$ cat src/design/go_to_goal_controller_defines.svh
// ----------------------------------------------------------------------------
// Go-to-goal controller assertion macros
// Shared assertion forms for the controller RTL, clocked on clk_i with
// rst_ni as the disable.
// ----------------------------------------------------------------------------
`ifndef GO_TO_GOAL_CONTROLLER_DEFINES_SVH
`define GO_TO_GOAL_CONTROLLER_DEFINES_SVH

// same-cycle implication
`define G2G_ASSERT_NOW(name, ante, cons, msg) \
  name: assert property (@(posedge clk_i) disable iff (!rst_ni) (ante) |-> (cons)) \
    else $error(msg);

// next-cycle implication
`define G2G_ASSERT_NEXT(name, ante, cons, msg) \
  name: assert property (@(posedge clk_i) disable iff (!rst_ni) (ante) |=> (cons)) \
    else $error(msg);

`endif

$ cat src/design/g2g_pkg.sv
// ----------------------------------------------------------------------------
// Go-to-goal controller package
// Widths, arctangent table, register indexes and the pipeline stage payload.
// ----------------------------------------------------------------------------
package g2g_pkg;

  localparam int unsigned CORDIC_STAGES_DEF = 16;
  localparam int unsigned CORDIC_MAX        = 24;
  localparam int unsigned SQRT_STEPS        = 17;

  localparam int unsigned XY_W   = 28;
  localparam int unsigned Z_W    = 25;
  localparam int unsigned RAD_W  = 34;
  localparam int unsigned REM_W  = 20;
  localparam int unsigned ROOT_W = 17;
  localparam int unsigned POS_W  = 16;
  localparam int unsigned TH_W   = 15;
  localparam int unsigned GAIN_W = 8;
  localparam int unsigned LIN_W  = 17;
  localparam int unsigned ANG_W  = 24;
  localparam int unsigned CFG_IDX_W  = 3;
  localparam int unsigned CFG_DATA_W = 16;

  localparam logic signed [Z_W-1:0] HALF_PI_Z = 25'sd1647099;

  localparam logic signed [Z_W-1:0] ATAN_TAB [CORDIC_MAX] = '{
    25'sd823550, 25'sd486170, 25'sd256879, 25'sd130396,
    25'sd65451,  25'sd32757,  25'sd16383,  25'sd8192,
    25'sd4096,   25'sd2048,   25'sd1024,   25'sd512,
    25'sd256,    25'sd128,    25'sd64,     25'sd32,
    25'sd16,     25'sd8,      25'sd4,      25'sd2,
    25'sd1,      25'sd0,      25'sd0,      25'sd0
  };

  typedef enum logic [CFG_IDX_W-1:0] {
    CFG_GOAL_X         = 3'd0,
    CFG_GOAL_Y         = 3'd1,
    CFG_LINEAR_GAIN    = 3'd2,
    CFG_ANGULAR_GAIN   = 3'd3,
    CFG_STOP_TOLERANCE = 3'd4
  } cfg_idx_e;

  typedef struct packed {
    logic signed [XY_W-1:0] x;
    logic signed [XY_W-1:0] y;
    logic signed [Z_W-1:0]  z;
    logic [RAD_W-1:0]       rad;
    logic [REM_W-1:0]       rem;
    logic [ROOT_W-1:0]      root;
    logic signed [TH_W-1:0] theta;
  } stage_t;

endpackage

$ cat src/design/g2g_step.sv
// ----------------------------------------------------------------------------
// Go-to-goal controller pipeline step
// One registered step: a vectoring CORDIC rotation and one root bit of the
// digit-by-digit square root, each active only over its own step count.
// ----------------------------------------------------------------------------
module g2g_step #(
  parameter int unsigned IDX           = 0,
  parameter int unsigned CORDIC_STAGES = 16
) (
  input  logic            clk_i,
  input  logic            rst_ni,
  input  logic            en_i,
  input  logic            valid_i,
  input  g2g_pkg::stage_t stage_i,
  output logic            valid_o,
  output g2g_pkg::stage_t stage_o
);
  import g2g_pkg::*;

  stage_t stage_d;
  stage_t stage_q;
  logic   valid_q;

  always_comb begin
    stage_d = stage_i;
    if (IDX < CORDIC_STAGES && IDX < CORDIC_MAX) begin
      if (stage_i.y > 0) begin
        stage_d.x = stage_i.x + (stage_i.y >>> IDX);
        stage_d.y = stage_i.y - (stage_i.x >>> IDX);
        stage_d.z = stage_i.z + ATAN_TAB[IDX];
      end else begin
        stage_d.x = stage_i.x - (stage_i.y >>> IDX);
        stage_d.y = stage_i.y + (stage_i.x >>> IDX);
        stage_d.z = stage_i.z - ATAN_TAB[IDX];
      end
    end
  end

  generate
    if (IDX < SQRT_STEPS) begin : g_sqrt
      localparam int unsigned J = SQRT_STEPS - 1 - IDX;
      logic [REM_W-1:0] rem_sh;
      logic [REM_W-1:0] trial;
      stage_t           stage_s;
      always_comb begin
        rem_sh  = {stage_i.rem[REM_W-3:0], stage_i.rad[2*J+1 -: 2]};
        trial   = {1'b0, stage_i.root, 2'b01};
        stage_s = stage_d;
        if (rem_sh >= trial) begin
          stage_s.rem  = rem_sh - trial;
          stage_s.root = {stage_i.root[ROOT_W-2:0], 1'b1};
        end else begin
          stage_s.rem  = rem_sh;
          stage_s.root = {stage_i.root[ROOT_W-2:0], 1'b0};
        end
      end
      always_comb begin
        stage_o = stage_q;
      end
      always_ff @(posedge clk_i) begin
        if (en_i) begin
          stage_q <= stage_s;
        end
      end
    end else begin : g_pass
      always_comb begin
        stage_o = stage_q;
      end
      always_ff @(posedge clk_i) begin
        if (en_i) begin
          stage_q <= stage_d;
        end
      end
    end
  endgenerate

  always_ff @(posedge clk_i or negedge rst_ni) begin
    if (!rst_ni) begin
      valid_q <= 1'b0;
    end else if (en_i) begin
      valid_q <= valid_i;
    end
  end

  assign valid_o = valid_q;

endmodule

$ cat config.mk
export PLATFORM = sky130hd
export DESIGN_NAME = g2g_step
export DESIGN_NICKNAME = d
export VERILOG_FILES = /design/src/design/go_to_goal_controller_defines.svh /design/src/design/g2g_pkg.sv /design/src/design/g2g_step.sv
export SDC_FILE = /design/constraint.sdc
export NUM_CORES = 1
export LEC_CHECK = 0
export ABC_AREA = 1
export BUFFER_PORTS_ARGS = -buffer_cell sky130_fd_sc_hd__clkbuf_2
export CORE_UTILIZATION = 35
export CTS_CLUSTER_DIAMETER = 60
export CTS_CLUSTER_SIZE = 16
export DETAILED_ROUTE_END_ITERATION = 6
export PLACE_DENSITY = 0.67
export SYNTH_ARGS = -nofsm -noshare
export SYNTH_HDL_FRONTEND = slang
export SYNTH_SLANG_ARGS = --single-unit
$ cat constraint.sdc
create_clock -name clk_i -period 1.2 [get_ports clk_i]
set_input_delay 0.06 -clock clk_i [delete_from_list [all_inputs] [get_ports clk_i]]
set_output_delay 0.06 -clock clk_i [all_outputs]
set_load 0.05 [all_outputs]
* Word-level counts from Yosys, hierarchy flattened *
Cells that the tools add are included.

storage, ports and cells
  bits of input ports = 171
  register bits = 168
  output and inout port bits = 168
  word-level logic and storage cells = 18

operators by class
  order comparisons = 2
  add/sub/neg operators = 6
  multiplexer cells = 2

operator list
  kind                                                                               count
  81-bit 2-to-1 mux                                                                  1
  28-bit subtractor                                                                  2
  37-bit 2-to-1 mux                                                                  1
  28-bit adder                                                                       1
  28-bit by 1-bit greater-than comparator with 1-bit output (second input constant)  1
  25-bit by 21-bit adder with 25-bit output (second input constant)                  1
  25-bit by 21-bit subtractor with 25-bit output (second input constant)             1
  20-bit by 19-bit >= comparator with 1-bit output                                   1
  20-bit by 19-bit subtractor with 20-bit output                                     1

* Depth between registers and ports, before layout *
  depth in word-level cells = 2
  depth in mapped cells = 19
  depth with buffers taken out = 18

* Worst setup path before layout *
No wires, ideal clock.

  path type = in2reg
  from = input port stage_i[134] (netlist bit)
  to = register stage_q, in the netlist stage_o[103], data pin
  stages on the path = 15
  required time = 0.948 ns
  buffers on the path = 1
  data arrival time = 2.222 ns
  setup time = 0.252 ns
  setup slack = -1.274 ns
  cell sequence = inv_1 -> nand4_1 -> nor3_1 -> nand3_1 -> nand2_1 -> inv_2 -> clkbuf_1 -> ha_1 -> nand2_1 -> o21ai_0 -> a21oi_1 -> o21ai_0 -> nand2_1 -> nand3_1 -> nand2_1

RTL lines
  element                 line            source
  start: declaration      g2g_step.sv:14  input g2g_pkg::stage_t stage_i,
  end signal: assignment  g2g_step.sv:62  stage_q <= stage_s;
  end: declaration        g2g_step.sv:21  stage_t stage_q;

==> metrics.md <==
| Metric | Value |
|---|---|
| Skew-Pair Late Insertion Delay | 0.47 ns |
| ANT nets after route | 0 |
| First DRT Iteration DRCs | 974 |
| Setup crit end | stage_o[109] |
| Seq/Total Area, Yosys | 35.2% |
| Vias per cell | 4.89 |
| Synthesized area | 14200 um2 |
| Critical path, cell by cell | clkbuf_16, inv_8, nand4_1, nor3_2, nand3_2, nand2_4, inv_8, ha_4, nand4_1, nor4_4, nand3_1, nand4_1, nand2_1 |
| Vias | 16300 |
| Clk_skew | 0 ns |
| RSZ-0062 raised after global routing | true |
| Row count | 73 |
| Post-layout min period | 2.13 ns |
| CP peak stage delay | 0.38 ns |
| Async set-or-reset flop fraction in the synthesized netlist | 0.599% |
| Failing checks | setup timing |
| Clock share of power | 23.0% |
| Pwr/cell area | 1090 nW/um2 |
| Worst reg-to-reg setup slack | 0.45 ns |
| Hold Crit Start | stage_i[33] |
| Crit path DAT | 2.36 ns |
| Gp weighted congestion | 0.980 |
| H-tree levels | 4 |
| Vias in the first global route | 16400 |
| Status | complete, but fails checks |
| Synthesized Nets | 2312 |
| Static leakage | 11.5 nW |
| Fin nets | 3102 |
| YS warnings | 0 |
| Slew Viols, Final | 0 |
| Reg2reg start | valid_o |
| Critical Path Fanout Max | 11 |
| Max Cap Viol | 0 |
| Synth unique cells | 42 |
| Commonest non-fill, non-tap cell in the layout | nand2_1 |
| Total power | 25.3 mW |
| Part of the power in registers | 30.0% |
| Initial antenna violation count | 0 |
| Die width | 204 um |
| DR DRC count | 0 |
| Port Buffer Count | 336 |
| Inserted Diodes | 0 |
| Internal power | 14.9 mW |
| Avg Cell Area, Syn | 7.06 um2 |
| Levels on crit path | 13 |
| Worst-case clock buffer depth | 2 |
| NetSw | 10.4 mW |
| Clk sinks | 167 |
| Total routed wirelength | 56600 um |
| HP Class | in2reg |
| Reg-to-reg endpoint | valid_o |
| FF+latch count, synth | 167 |
| Cts bufs inserted | 17 |
| DR WL/cell | 16.9 um |
| Fin. Hold Viols | 0 |
| DIE HEIGHT | 204 um |
| Slowest-stage cell, CP | nor4_4 |
| Setup crit start kind | input pin |
| Worst vdd ir | 906 uV |
| Final setup fails | 103 |
| Placed cell count | 3213 |
| GRT Util Overall | 27.2% |
| R2R depth | 1 |
| Die area | 41500 um2 |
| Tcrit/Tclk final | 178% |
| First-pass GRT wire length | 86400 um |
| Final setup margin | -0.933 ns |
| Critical path buffers and inverters | 3 |
| P&R area growth vs syn | 63.3% |
| EDFF count, synth | 166 |
| Core area | 39900 um2 |
| Kind of critical path | in2reg |
| Relative slew slack | 53.5% |
| F_max | 469 MHz |
| Critical path's most frequent cell | nand4_1 |
| CP Data Required Time | 1.43 ns |
| Post-Synthesis Cells | 2015 |
| DP HPWL | 45800 um |
| CTS tree | done |
| Most frequent cells in the layout | nand2_1 (592), buf_4 (374), inv_1 (282), clkbuf_2 (282), edfxtp_1 (166) |
| Slew of the pin with the lowest slew margin | 0.698 ns |
| GR Overflow Total | 0 |
| Non-filler cells, final | 3343 |
| Comb power frac | 47.0% |
| Largest net degree at the start of global routing | 59 |
| Initial Utilization | 35.6% |
| Ys flop type | edfxtp_1 |
| CP delay by family, top | simple AND/OR/NAND/NOR gates |
| Share of cells above drive strength 1 | 41.0% |
| Setup crit end kind | register |
| Switching Share | 41.2% |
| Setup crit start | stage_i[113] |
| Worst-path clk slew | 0.07 ns |
| I/O pins | 339 |
| Root Buffer | clkbuf_16 |
| Initial DRT Pass Iterations | 6 |
## logic make-up after synthesis
logic type	share of synthesized area, %
AOI/OAI and AO/OA	8.47
xor gates and xnor gates	3.39
adders and majority gates	11.3
buffers and inverters	10.7
DFF	35.2
muxes	0.0792
and+or+nand+nor	30.8
## routing by layer
metal  vias up  part of all wire (%)  track usage [%]
met5         -                     0                0
met4         0                   3.8             11.4
met3       101                   4.5             3.15
met2       542                    50             50.1
met1      7652                    41             31.6
li1       8050                     -                -
## stage by stage
| step | setup WS, ns | instance area (um2) | hold slack (ns) | utilization (%) | TNS, ns |
|---|---|---|---|---|---|
| 6_report | -0.933 | 23200 | 0.0360 | 58.2 | -40.72 |
| 5_1_grt | -0.983 | 23200 | 0.0416 | 58.2 | -47.59 |
| 4_1_cts | -0.881 | 22700 | 0.0252 | 57.0 | -40.92 |
| 3_5_place_dp | -1.65 | 20400 | -0.161 | 51.2 | -102.71 |
| 3_3_place_gp | -1.60 | 20400 | -0.165 | 51.2 | -101.63 |
| 2_1_floorplan | -0.878 | 15600 | -0.236 | - | -36.33 |
## area by class of cell
| class | instances | area (um2) |
|---|---|---|
| Sequential cell | 167 | 5010 |
| Inverter | 344 | 1380 |
| Tap cell | 525 | 657 |
| Clock inverter | 14 | 161 |
| Fill cell | 3508 | 16700 |
| Timing Repair Buffer | 811 | 5860 |
| Clock buffer | 18 | 429 |
| Multi-Input combinational cell | 1464 | 9740 |
## state kept, by name, indices dropped and copies added (netlist names)
register and count:
valid_o 1, stage_o 166
## power groups by stage
stage               sequential (mW)  combinational, mW  clock [mW]
finish                         7.60               11.9        5.82
global route                   7.65               12.7        6.08
CTS                            7.59               11.5        5.88
detailed placement             7.71               10.7           0
global placement               7.70               10.6           0
floorplan                      10.1               4.26           0
## worst min-delay path by stage
stage / to / slack [ns] / depth (start not counted)
3_5_place_dp: valid_o / -0.16 / 1
6_report: stage_o[35] / 0.04 / 4
5_1_grt: stage_o[84] / 0.04 / 3
4_1_cts: stage_o[84] / 0.03 / 3
3_3_place_gp: valid_o / -0.16 / 1
2_1_floorplan: valid_o / -0.24 / 0
## synth_stat cells, types with 6 or more instances
library cell / count / area, um2
ha_1: 122 / 1530
nor2_1: 147 / 552
xor2_1: 46 / 403
nand3b_1: 6 / 45.0
nand2_1: 663 / 2490
edfxtp_1: 166 / 4980
nor3_1: 13 / 65.1
o21ai_0: 70 / 350
nand4_1: 43 / 269
o21bai_1: 19 / 143
a21oi_1: 111 / 556
inv_1: 341 / 1280
a31oi_1: 6 / 37.5
nand3_1: 170 / 851
buf_2: 27 / 135
xnor2_1: 9 / 78.8
## what timing repair did
action | 4_1_cts | 5_1_grt
endpoints found under the setup margin | 122 | 130
resized for setup | 172 | 145
setup buffers | 8 | 8
hold buffers | 82 | 0
pin swaps | 36 | 38
hold endpoints to repair | 91 | 0
cloned | 1 | 0
Power figures use the tool's default switching activity.
